File: src/chs_queue.sv
// Two-entry command queue between the front and back ends of the hash set.
// Does not use chs_pkg; its width is set through the parameter WIDTH.
module chs_queue #(
	parameter int unsigned WIDTH = 8
) (
	input  logic             clk,
	input  logic             arst_n,
	input  logic             wr_valid,
	output logic             wr_ready,
	input  logic [WIDTH-1:0] wr_data,
	output logic             rd_valid,
	input  logic             rd_ready,
	output logic [WIDTH-1:0] rd_data
);

	logic [WIDTH-1:0] mem_q [2];
	logic             wptr_q;
	logic             rptr_q;
	logic [1:0]       cnt_q;
	logic             push;
	logic             pop;

	assign wr_ready = (cnt_q != 2'd2);
	assign rd_valid = (cnt_q != 2'd0);
	assign rd_data  = mem_q[rptr_q];
	assign push     = wr_valid && wr_ready;
	assign pop      = rd_valid && rd_ready;

	always_ff @(posedge clk or negedge arst_n) begin
		if (!arst_n) begin
			wptr_q <= 1'b0;
			rptr_q <= 1'b0;
			cnt_q  <= '0;
		end else begin
			if (push) wptr_q <= ~wptr_q;
			if (pop)  rptr_q <= ~rptr_q;
			cnt_q <= cnt_q + {1'b0, push} - {1'b0, pop};
		end
	end

	always_ff @(posedge clk) begin
		if (push) mem_q[wptr_q] <= wr_data;
	end

endmodule

File: config.mk
export PLATFORM = sky130hd
export DESIGN_NAME = chs_queue
export DESIGN_NICKNAME = d
export VERILOG_FILES = /design/src/chs_queue.sv
export SDC_FILE = /design/constraint.sdc
export NUM_CORES = 1
export LEC_CHECK = 0
export BUFFER_PORTS_ARGS = -buffer_cell sky130_fd_sc_hd__buf_2
export CAP_MARGIN = 20
export CORE_UTILIZATION = 38
export CTS_CLUSTER_SIZE = 8
export DETAILED_ROUTE_END_ITERATION = 6
export PLACE_DENSITY_LB_ADDON = 0.25
export SETUP_SLACK_MARGIN = 0.3
export SLEW_MARGIN = 40
export SYNTH_ARGS = -nofsm -noshare
export SYNTH_HDL_FRONTEND = slang
export SYNTH_SLANG_ARGS = --single-unit
File: constraint.sdc
create_clock -name clk -period 3.21 [get_ports clk]
set_input_delay 0.1605 -clock clk [delete_from_list [all_inputs] [get_ports clk]]
set_output_delay 0.1605 -clock clk [all_outputs]
set_load 0.02 [all_outputs]
# After elaboration in Yosys (flattened, before gate mapping)
# Memory sizes are Yosys's and may differ from the RTL's.
# Index checks and enable logic that the tools add are counted.
[classes] reduce_logical=3 n_addsub=2 div=0 n_lt_le_gt_ge=0 eq_ne=1 shift=0 multipliers=0 n_bitwise=2 mux=2
[ops] op="$add 2x1->2" count=1
[ops] op="$logic_and 1x1->1" count=2
[ops] op="$mux 1" count=2
[ops] op="$ne 2x2->1 const B" count=1
[ops] op="$not 1->1" count=2
[ops] op="$reduce_bool 2->1" count=1
[ops] op="$sub 2x1->2" count=1
[totals] latchBits=0 word_cells=14 output_inout_bits=10 mem_bits_rw=16 regBits=4 romBits=0 n_memories=1
[memory_table] memory="mem_q" depth=2 word_bits=8 read_ports=1 rd_ports_with_merged_regs=0 wr=1 line="16" rtl="logic [WIDTH-1:0] mem_q [2];"

# Logic depth before layout (Yosys ltp)
[logic_depth] depth_word=4 ltp_mapped=7

# Least setup slack after synthesis
# OpenSTA, ideal clock, no wires.
[synth_path] path_type="register to register" startpoint="register cnt_q[1]" endpoint="register cnt_q[1]" synth_period_minus_slack_ns=1.721 arrival_time_ns=1.599 path_stages_with_launch=8 slack_ns=1.489 setup_ns=0.123 cell_sequence="dfrtp_1 -> or2_1 -> and2_4 -> ha_1 -> inv_1 -> ha_1 -> xnor2_1 -> xnor2_1"
[synth_rtl] item="from (decl)" line="19" rtl="logic [1:0] cnt_q;"
[synth_rtl] item="from (signal assigned)" line="37" rtl="cnt_q <= cnt_q + {1'b0, push} - {1'b0, pop};"
[synth_rtl] item="$reduce_bool 2->1" line="24" rtl="assign rd_valid = (cnt_q != 2'd0);"
[synth_rtl] item="named net rd_valid" line="11" rtl="output logic rd_valid,"
[synth_rtl] item="$logic_and 1x1->1" line="27" rtl="assign pop = rd_valid && rd_ready;"
[synth_rtl] item="named net pop" line="21" rtl="logic pop;"
[synth_rtl] item="$sub 2x1->2" line="37"
# The timed path passes the listed nets, and every way through them passes these cells.
# A chain may end at the register's enable or synchronous reset.

# Worst setup path after layout
[layout_path] startpoint="register cnt_q[1]" endpoint="register cnt_q[1]"
[layout_rtl] item="$reduce_bool 2->1" line="24"
[layout_rtl] item="$logic_and 1x1->1" line="27"
[layout_rtl] item="named net pop" line="21"
[layout_rtl] item="$sub 2x1->2" line="37"
# The timed path passes the listed nets, and every way through them passes these cells.

==> flow_summary.yaml <==
outcome:
  status: "finished, final reports clean"
place:
  placed_cells: 87
  place_congestion: 0.723
  port_buffers: 21
  dpl_worst_slack_ps: 1550
sta:
  rsz0062_at_grt: "no"
  post-route-min-period_ps: 1680
  tns_ps: 0
  skew_ps: 2.89
  worst_slack_ps: 1530
  tightestPinTransition_ps: 724
  drv_slew: 0
  setup_viol: 0
  maxSlewHeadroom: 0.516
  period_share: 0.525
  hold_ws_ps: 38.8
  hold_viol_final: 0
  max_freq_mhz: 594
power:
  leakage_nw: 0.379
  powerDensity_mw_per_mm2: 886
  p_total_w: 0.000835
  ir_drop_mv: 0.509
clock_tree:
  max-clock-path-buffers: 2
  clk_latency_ps: 300
  path_clk_slew_ps: 100
  htree_levels: 1
  cts_tree: "yes"
  cts_setup_buffers: 0
  cts.sink_count: 20
  cts_made_buffers: 3
  cts_root_buf: "clkbuf_4"
drt:
  wl_per_cell_um: 13.0
  antenna_left: 0
  wl_um: 1200
  drt-initial-drc-count: 5
  viasPerCell: 4.55
  dr.pass1.iters: 3
  vias: 419
  drc: 0
synth:
  synth_cells: 42
  syn-num-nets: 56
  syn_avg_cell_area_um2: 18.4
  seq_area_frac_synth: 0.750
  ys_ff_latch: 20
  ys_async_sr_fraction: 0.200
  synth_area_leaders: "edfxtp_1, dfrtp_1, mux2_1"
  synth_area_um2: 774
  synth_edf_count: 16
  synthMostInstantiatedCell: "edfxtp_1"
  yosysTopAreaCell: "edfxtp_1"
  synthFlopType: "edfxtp_1"
  yosys_warnings: 0
  synth_top_area_share: 0.620
  netlist_top_cells_count: "edfxtp_1, mux2_1, dfrtp_1"
  synth.distinct_cells: 14
worst_setup_path:
  worstSetupPathType: "flop to flop"
  r2r_slack_ps: 1530
  cp.required_ps: 3440
  worst_setup_path_end_kind: "flop"
  worstPathArrival_ps: 1910
  crit_path_cell_trace: "or2_1 -> and2_4 -> ha_1 -> inv_1 -> ha_1 -> xnor2_1 -> xnor2_1"
  r2r_end: "cnt_q[1]$_DFF_PN0_"
  worst_path_largest_cell_delay_ps: 420
  cp_max_fo: 3
  cpMaxStageDelayCell: "dfrtp_1"
  start_kind: "flop"
  timing.rr.start: "cnt_q[1]$_DFF_PN0_"
  reg2regPathDepth: 7
grt:
  grt_first_pass_wirelength_um: 1690
  grt_max_degree: 12
  antenna_found_initial: 0
  grt_pass1_vias: 408
  overflow: 0
  grt_usage: 0.125
floorplan:
  fp-row-count: 15
  start_util: 0.425
  coreArea_mm2: 0.00182
  die_h_um: 47.1
  die_w_um: 47.1
  die-area_mm2: 0.00222
  io-pin-count: 22
worst_hold_path:
  worstHoldPathCells: 1
  hold_class: "input port to flop"
  hold_start: "wr_data[1]"
  whs_endpoint: "mem_q[1][1]$_DFFE_PP_"
final_layout:
  final_cells: 92
  fillers: 172
  drive_above_1_share: 0.373
  fin_nets: 82
  area_delta_synth_final_pct: 21.6
  antenna_cells: 0
run:
  max_cap_violations: 0
[power breakdown]
| part | internal (W) | switching (W) |
|---|---|---|
| clock | 0.0000454 | 0.0000729 |
| sequential | 0.000363 | 0.0000491 |
| combinational | 0.000130 | 0.000175 |
| total | 0.000538 | 0.000297 |
[cell type report]
class                   count  area [um2]  share of cell area
clock buffers               3        22.5              0.0239
clock inverters             1        3.75             0.00398
inverters                   1        3.75             0.00398
multi-input cells          20         185               0.197
flip-flops and latches     20         581               0.616
well taps                  25        31.3              0.0332
repair buffers             22         115               0.122
[metal layers]
layer  vias to the layer above  global-route usage  routed length [um]
met5                         -                   0                   0
met4                         0              0.0857                  31
met3                         3              0.0346                  54
met2                        15               0.208                 577
met1                       198               0.139                 536
li1                        203                   -                   -
[worst max-delay path by stage]
stage / start / end / slack [ps] / depth (start not counted)
finish: cnt_q[1]$_DFF_PN0_ / cnt_q[1]$_DFF_PN0_ / 1530 / 7
global route: cnt_q[1]$_DFF_PN0_ / cnt_q[1]$_DFF_PN0_ / 1450 / 7
CTS: cnt_q[1]$_DFF_PN0_ / cnt_q[1]$_DFF_PN0_ / 1510 / 7
detailed placement: cnt_q[1]$_DFF_PN0_ / cnt_q[1]$_DFF_PN0_ / 1550 / 7
global placement: cnt_q[1]$_DFF_PN0_ / cnt_q[1]$_DFF_PN0_ / 1570 / 7
floorplan: cnt_q[1]$_DFF_PN0_ / cnt_q[1]$_DFF_PN0_ / 1490 / 7
[cells by family after synthesis]
| kind of cell | Yosys count | synth area share |
|---|---|---|
| multiplexers | 8 | 0.116 |
| flip-flops | 20 | 0.750 |
| buffers and inverters | 2 | 0.0113 |
| adder cells (fa/ha/maj) | 2 | 0.0323 |
| AND/OR/NAND/NOR | 6 | 0.0452 |
| XOR/XNOR | 4 | 0.0452 |
[critical path: cells and delay by family, from the launching register on]
kind / cells / cell delay [ps]
xor gates and xnor gates: 2 / 310
adders and majority gates: 2 / 440
buffers and inverters: 1 / 40
DFF: 1 / 420
and+or+nand+nor: 2 / 420
[what timing repair did]
action / CTS / global route
endpoints found under the hold margin: 4 / 0
hold buffers: 1 / 0
gates resized for setup: 0 / 0
[metrics by stage]
step	util	instance area, um2
2_1_floorplan	-	774
3_3_place_gp	0.498	906
3_5_place_dp	0.498	906
4_1_cts	0.518	942
5_1_grt	0.518	942
6_report	0.518	942
[layout by cell type (no fill, tap or decap), types with 2 or more instances in the layout]
cell and n:
edfxtp_1 16, xnor2_1 3, mux2_1 8, ha_1 2, dfrtp_1 4, buf_2 21, clkbuf_4 3
[state kept, by name (all words and copies together) (netlist names)]
register	count
cnt_q	2
wptr_q	1
mem_q	16
rptr_q	1
Note: power is estimated with default switching activity, not from simulation.
