## src/chs_pkg.sv

```systemverilog
// Package for the chained hash set core: status codes, widths and result type.
// Used by every module under src but chs_queue; depends on nothing.
package chs_pkg;

	localparam int unsigned BUCKETS_DEF  = 64;
	localparam int unsigned NODES_DEF    = 256;
	localparam int unsigned KEY_BITS_DEF = 64;

	localparam int unsigned KEY_W    = 64;
	localparam int unsigned SIZE_W   = 7;
	localparam int unsigned STATUS_W = 3;
	localparam int unsigned ENTRY_W  = 8;
	localparam int unsigned BKT_W    = 6;
	localparam int unsigned COUNT_W  = 7;

	localparam logic [STATUS_W-1:0] ST_OK        = 3'd0;
	localparam logic [STATUS_W-1:0] ST_ZERO_KEY  = 3'd1;
	localparam logic [STATUS_W-1:0] ST_BAD_SIZE  = 3'd2;
	localparam logic [STATUS_W-1:0] ST_POOL_FULL = 3'd3;
	localparam logic [STATUS_W-1:0] ST_NOT_FOUND = 3'd4;

	typedef struct packed {
		logic [STATUS_W-1:0] status;
		logic [ENTRY_W-1:0]  entry_index;
		logic [BKT_W-1:0]    bucket_index;
		logic                collided;
		logic [COUNT_W-1:0]  buckets_in_use;
	} result_t;

endpackage

```

## src/chs_front.sv

```systemverilog
// Front end of the chained hash set: accepts operations, checks the key and the
// bucket count, and reduces the key modulo the count one bit a cycle. Uses chs_pkg.
module chs_front #(
	parameter int unsigned BUCKETS  = chs_pkg::BUCKETS_DEF,
	parameter int unsigned KEY_BITS = chs_pkg::KEY_BITS_DEF
) (
	input  logic                        clk,
	input  logic                        arst_n,
	input  logic                        in_valid,
	output logic                        in_ready,
	input  logic                        in_op,
	input  logic [chs_pkg::KEY_W-1:0]   in_key,
	input  logic [chs_pkg::SIZE_W-1:0]  bkt_count,
	output logic                        cmd_valid,
	input  logic                        cmd_ready,
	output logic                        cmd_op,
	output logic [KEY_BITS-1:0]         cmd_key,
	output logic [chs_pkg::STATUS_W-1:0] cmd_status,
	output logic [chs_pkg::SIZE_W-1:0]  cmd_bucket
);

	localparam int unsigned CNT_W = $clog2(KEY_BITS + 1);

	typedef enum logic [2:0] {
		F_IDLE = 3'b001,
		F_DIV  = 3'b010,
		F_OUT  = 3'b100
	} fstate_t;

	fstate_t                    state_q;
	logic [KEY_BITS-1:0]        key_q;
	logic [KEY_BITS-1:0]        shift_q;
	logic [chs_pkg::SIZE_W:0]   rem_q;
	logic [CNT_W-1:0]           cnt_q;
	logic                       op_q;
	logic [chs_pkg::STATUS_W-1:0] status_q;
	logic [chs_pkg::SIZE_W:0]   rem_sh;
	logic [KEY_BITS-1:0]        key_m;
	logic                       bad_size;

	assign key_m    = in_key[KEY_BITS-1:0];
	assign bad_size = (bkt_count == '0) ||
		({{(32-chs_pkg::SIZE_W){1'b0}}, bkt_count} > BUCKETS);
	assign rem_sh   = {rem_q[chs_pkg::SIZE_W-1:0], shift_q[KEY_BITS-1]};

	assign in_ready   = (state_q == F_IDLE);
	assign cmd_valid  = (state_q == F_OUT);
	assign cmd_op     = op_q;
	assign cmd_key    = key_q;
	assign cmd_status = status_q;
	assign cmd_bucket = rem_q[chs_pkg::SIZE_W-1:0];

	always_ff @(posedge clk or negedge arst_n) begin
		if (!arst_n) begin
			state_q <= F_IDLE;
		end else begin
			unique case (state_q)
				F_IDLE: if (in_valid) begin
					if (key_m == '0 || bad_size)
						state_q <= F_OUT;
					else
						state_q <= F_DIV;
				end
				F_DIV: if (cnt_q == CNT_W'(KEY_BITS - 1)) state_q <= F_OUT;
				F_OUT: if (cmd_ready) state_q <= F_IDLE;
				default: state_q <= F_IDLE;
			endcase
		end
	end

	// Restoring division; bkt_count must stay stable in flight, unenforced.
	always_ff @(posedge clk) begin
		unique case (state_q)
			F_IDLE: begin
				op_q    <= in_op;
				key_q   <= key_m;
				shift_q <= key_m;
				rem_q   <= '0;
				cnt_q   <= '0;
				if (key_m == '0)
					status_q <= chs_pkg::ST_ZERO_KEY;
				else if (bad_size)
					status_q <= chs_pkg::ST_BAD_SIZE;
				else
					status_q <= chs_pkg::ST_OK;
			end
			F_DIV: begin
				shift_q <= shift_q << 1;
				cnt_q   <= cnt_q + 1'b1;
				if (rem_sh >= {1'b0, bkt_count})
					rem_q <= rem_sh - {1'b0, bkt_count};
				else
					rem_q <= rem_sh;
			end
			default: ;
		endcase
	end

endmodule

```

## config.mk

```make
export PLATFORM = sky130hd
export DESIGN_NAME = chs_front
export DESIGN_NICKNAME = d
export VERILOG_FILES = /design/src/chs_pkg.sv /design/src/chs_front.sv
export SDC_FILE = /design/constraint.sdc
export NUM_CORES = 1
export LEC_CHECK = 0
export BUFFER_PORTS_ARGS = -buffer_cell sky130_fd_sc_hd__buf_2
export CAP_MARGIN = 20
export CELL_PAD_IN_SITES_DETAIL_PLACEMENT = 0
export CELL_PAD_IN_SITES_GLOBAL_PLACEMENT = 1
export CORE_MARGIN = 4
export CORE_UTILIZATION = 35
export CTS_CLUSTER_DIAMETER = 120
export CTS_CLUSTER_SIZE = 12
export DETAILED_ROUTE_END_ITERATION = 10
export MAX_ROUTING_LAYER = met4
export PLACE_DENSITY = 0.77
export SLEW_MARGIN = 0
export SYNTH_ARGS = -nofsm -noshare
export SYNTH_HDL_FRONTEND = slang
export SYNTH_SLANG_ARGS = --single-unit
```

## constraint.sdc

```tcl
create_clock -name clk -period 4.25 [get_ports clk]
set_input_delay 0.2125 -clock clk [delete_from_list [all_inputs] [get_ports clk]]
set_output_delay 0.2125 -clock clk [all_outputs]
set_load 0.01 [all_outputs]
```

======== Word-level counts from Yosys, hierarchy flattened ========
Index checks and enable logic that the tools add are counted.
word-level totals
  output and inout bits ................... 77
  logic and storage cells ................. 34
  bits in registers ....................... 149
  bits of input ports ..................... 76
cells by class
  magnitude comparators ................... 2
  muxes and demuxes ....................... 10
  reduce and logical (&&, ||, !) cells .... 6
  add/subtract/negate cells ............... 2
  equal/unequal tests ..................... 7
operators by type and width
  kind                   number
  $pmux W64 S2           1
  $logic_not A64 Y1      1
  $pmux W7 S2            2
  $mux W3                4
  $pmux W3 S3            1
  $ge A8 B7 Y1           1
  $add A7 B1 Y7 const B  1
  $eq A7 B6 Y1 const B   1
  $gt A7 B7 Y1 const B   1
  $logic_not A7 Y1       1
  $mux W7                1
  $sub A7 B7 Y7          1
  $ne A2 B2 Y1 const B   2
  $eq A3 B1 Y1 const B   1
  $eq A3 B2 Y1 const B   1
  $eq A3 B3 Y1 const B   1
  $reduce_and A3 Y1      1
  $logic_or A1 B1 Y1     2
  $mux W2                1
  $ne A2 B1 Y1 const B   1
  $reduce_bool A2 Y1     1

======== Longest topological paths before layout ========
  depth in word-level cells ............... 6
  depth in mapped cells ................... 8
  mapped depth without buffers ............ 8

======== Worst setup path before layout ========
OpenSTA, ideal clock, no wires.
  kind .................................... reg2reg
  start ................................... register state_q[0]
  end ..................................... register cnt_q[0], enable pin
  buffers on the path ..................... 0
  clock period less this slack ............ 3.861 ns
  cell stages (with the launch flop) ...... 3
  data required time ...................... 3.847 ns
  setup time .............................. 0.403 ns
  arrival ................................. 3.459 ns
  setup slack ............................. 0.389 ns
  cell sequence ........................... dfstp_2 > and2_1 > or2_2
between the ends
  word-level cells in the longest chain between the ends .. 2
  elaborated cells on any way between the ends .. 3
  those cells by class .................... eq/ne: 2; reduce/logical: 1
RTL lines
  element                              line             source
  start, declared                      chs_front.sv:30  fstate_t state_q;
  start signal, assigned               chs_front.sv:55  state_q <= F_IDLE;
  start signal, assigned               chs_front.sv:60  state_q <= F_OUT;
  start signal, assigned               chs_front.sv:62  state_q <= F_DIV;
  $eq A3 B1 Y1                         -
  named net in_ready                   chs_front.sv:10  output logic in_ready,
  $reduce_bool A2 Y1 (no source line)  -
  end signal, assigned                 chs_front.sv:89  cnt_q <= cnt_q + 1'b1;
  end, declared                        chs_front.sv:34  logic [CNT_W-1:0] cnt_q;
The timed path passes the listed nets, and every way through them passes these cells.
A chain may end at the register's enable or synchronous reset.

======== Final worst setup path ========
  start ................................... register state_q[1]
  end ..................................... output port in_ready
between the ends
  word-level cells in the longest chain between the ends .. 1
RTL lines
  element        line             source
  $eq A3 B1 Y1   chs_front.sv:46  assign in_ready = (state_q == F_IDLE);
  end, declared  chs_front.sv:10
Every way passes these cells.

==> results.cfg <==
[grt]
first_global_vias = 4495
grt_max_degree = 79
antenna_found_initial = 0
globalRouteTotalUtil = 0.154
grt_pass1_wl_microns = 23100
grt-ovfl-total = 0

[logic_synthesis]
synthCells = 481
yosys.area_share.simple = 0.178
synth_xor_area_frac = 0.00866
synthAdderAreaFrac = 0.0198
synth_flop_cell = edfxtp_1
synth_top_family_by_area = simple AND/OR/NAND/NOR gates
syn_area_sq_mm = 0.00607
synth_compound_area_frac = 0.0419
async_flop_share = 0.0203
synth.avg_cell_area_sq_um = 12.6
syn-num-nets = 566
ys_types = 41
ys_ff_latch = 148
synthMuxAreaShare = 0.00186
synth_edf_count = 145
ys_seq_area_frac = 0.730
yosysWarnings = 0

[final_layout]
antenna_cells = 0
final_nets = 773
layout.cells.non_filler = 921
syn_to_final_growth_pct = 34.8
n_fill_cell = 1498
drive_gt1_frac = 0.281

[route]
dr.pass1.iters = 4
drc = 0
wl_per_cell_microns = 15.9
via_per_inst = 4.78
drt_iter0_drc = 285
ant_nets = 0
route.vias.total = 4402
routed_wl_microns = 14600

[clocking]
cts_tree = built
postCtsSetupBuffers = 0
clock-sinks = 148
cts_buffers = 17
cts-htree-levels = 4
clk_pin_slew_ns = 0.06
cts_root_buffer = clkbuf_16
cts_buffer_depth = 2
worstSkewPairLatency_ns = 0.42
ctsResizeCount = 0

[sta]
hold_violations = 0
setup_viol = 0
setup_tns_ns = 0
rsz0062_at_grt = no
fin_crit_sh = 0.555
tightest_slew_ns = 0.922
max_freq_mhz = 424
slew_viol_final = 0
relSlewSlack = 0.385
fin_skew_ns = 0.00964
post-route-min-period_ns = 2.36

[die]
fp.dieH_microns = 140
num_rows = 47
core_sq_mm = 0.0168
die-width_microns = 140
ioPinCount = 153
start_util = 0.362
die_area_sq_mm = 0.0195

[status]
status = finished, final reports clean

[power_and_ir_drop]
seqPwrFrac = 0.472
switchingPower_mw = 1.81
p_leak_nw = 3.42
ir_drop_v = 0.000317
p_comb_frac = 0.265
internal-power_mw = 3.95
clockPowerShare = 0.263
cellPowerDensity_mw_per_mm2 = 705
switching_share = 0.315

[setup_path]
r2r_slack_ns = 1.96
cp-end-kind = output pin
cp_slowest_cell = buf_4
cp.arrival_ns = 2.14
start_kind = flip-flop
cp_max_fo = 68
required_ns = 4.04
worstSetupPathType = reg2out
worstPathCellList = nor2_1 -> and2_4 -> buf_4 -> buf_2
cp_slowest_stage_delay_ns = 0.69

[min_path]
worstHoldPathType = in2reg

[flow_run]
drv_cap = 0

[placed_design]
port_buffers = 151
gp_congestion = 0.835
hpwl_microns = 9780
dpl.cell_count = 839
placed cells by master, fill, tap and decap left out, types with 3 or more instances in the layout:
cell,synthesis,routed
bufinv_16,0,3
inv_1,11,11
clkbuf_16,0,17
buf_4,1,3
o21a_1,6,6
a21oi_1,7,7
nor4_1,17,17
nor2_1,11,10
inv_6,0,3
o21ai_0,9,9
xnor2_1,3,3
dlygate4sd3_1,0,49
nand4_1,5,5
xor2_1,3,3
nor2b_1,3,3
nand3_1,10,10
nand2_1,191,191
edfxtp_1,145,145
clkinvlp_4,0,5
ha_1,8,8
buf_2,8,151
nor3_1,4,4
sequential cells by signal, indices dropped and copies added, names as in the netlist:
signal / flops
cmd_key: 64
shift_q: 64
cnt_q: 7
rem_q: 7
state_q: 3
cmd_status: 2
cmd_op: 1
synth_stat cells, drive strengths merged (2+ instances only):
cell    number  area (sq um)
nand2      191           717
edfxtp     145          4350
nor4        18           128
o21ai       12          63.8
inv         11          41.3
nor2        11          41.3
nand3       10          50.1
buf          9          47.6
ha           8           100
a21oi        7          35.0
clkbuf       7          26.3
o21a         6          45.0
nand4        5          31.3
nor2b        4          32.5
nor3         4          20.0
and2         3          18.8
o31a         3          35.0
xnor2        3          26.3
xor2         3          26.3
dfrtp        2          50.1
nand2b       2          12.5
nor3b        2          15.0
o22ai        2          12.5
o311a        2          20.0
logic make-up after synthesis:
family                     count (synthesis)
and+or+nand+nor                          252
DFF                                      148
AOI/OAI and AO/OA                         37
buffers and inverters                     27
adders and majority gates                  9
xor gates and xnor gates                   6
other                                      1
muxes                                      1
critical path: cells and delay by family (launching register included):
family	cells	cell delay, ns
buffers and inverters	2	0.96
AND/OR/NAND/NOR	2	0.32
flip-flops	1	0.44
final cells by class:
cell class | instances | area [sq um] | share of cell area
inverter | 11 | 41.3 | 0.00505
tap | 220 | 275 | 0.0337
clock buffer | 17 | 425 | 0.0520
sequential | 148 | 4430 | 0.542
clock inverter | 15 | 180 | 0.0220
multi-input combinational | 306 | 1540 | 0.188
timing repair buffer | 204 | 1290 | 0.158
path summary, 6_finish.rpt:
path / cells past startpoint / end / startpoint
min in group asynchronous: 2 / state_q[2]$_DFFE_PN0P_ / arst_n
min reg2reg: 2 / shift_q[25]$_DFFE_PN_ / shift_q[24]$_DFFE_PN_
max: 4 / in_ready / state_q[1]$_DFFE_PN0P_
max reg2reg: 5 / shift_q[40]$_DFFE_PN_ / state_q[0]$_DFFE_PN1P_
min: 1 / cmd_key[28]$_DFFE_PP_ / in_key[28]
max in group asynchronous: 2 / state_q[0]$_DFFE_PN1P_ / arst_n
routing by layer:
metal | vias to the layer above | GRT usage | routed length, microns
met3 | 18 | 0.0408 | 654
met2 | 142 | 0.248 | 7400
li1 | 2130 | - | -
met5 | - | - | 0
met1 | 2112 | 0.190 | 6300
met4 | 0 | 0.0530 | 244
metrics by stage:
step,cell area (sq um),utilization,setup slack [ns],total power [mW],hold slack (ns)
floorplan,6070,-,0.389,3.62,-0.0831
global placement,7060,0.421,2.05,4.17,0.0147
detailed placement,7060,0.421,1.96,4.25,0.0184
CTS,8120,0.484,1.83,5.81,0.000587
global route,8180,0.488,1.67,6.11,0.000319
finish,8180,0.488,1.89,5.77,0.0199
power groups by stage:
stage | Combinational [mW] | Clock (mW) | Sequential, mW
6_report | 1.53 | 1.52 | 2.72
5_1_grt | 1.69 | 1.63 | 2.79
4_1_cts | 1.52 | 1.55 | 2.74
3_5_place_dp | 1.49 | 0 | 2.76
3_3_place_gp | 1.44 | 0 | 2.74
2_1_floorplan | 0.726 | 0 | 2.89
what timing repair did:
item / CTS / global route
endpoints found under the setup margin: 0 / 0
hold endpoints to repair: 47 / 4
hold buffers: 45 / 4
(Power assumes the default switching activity.)
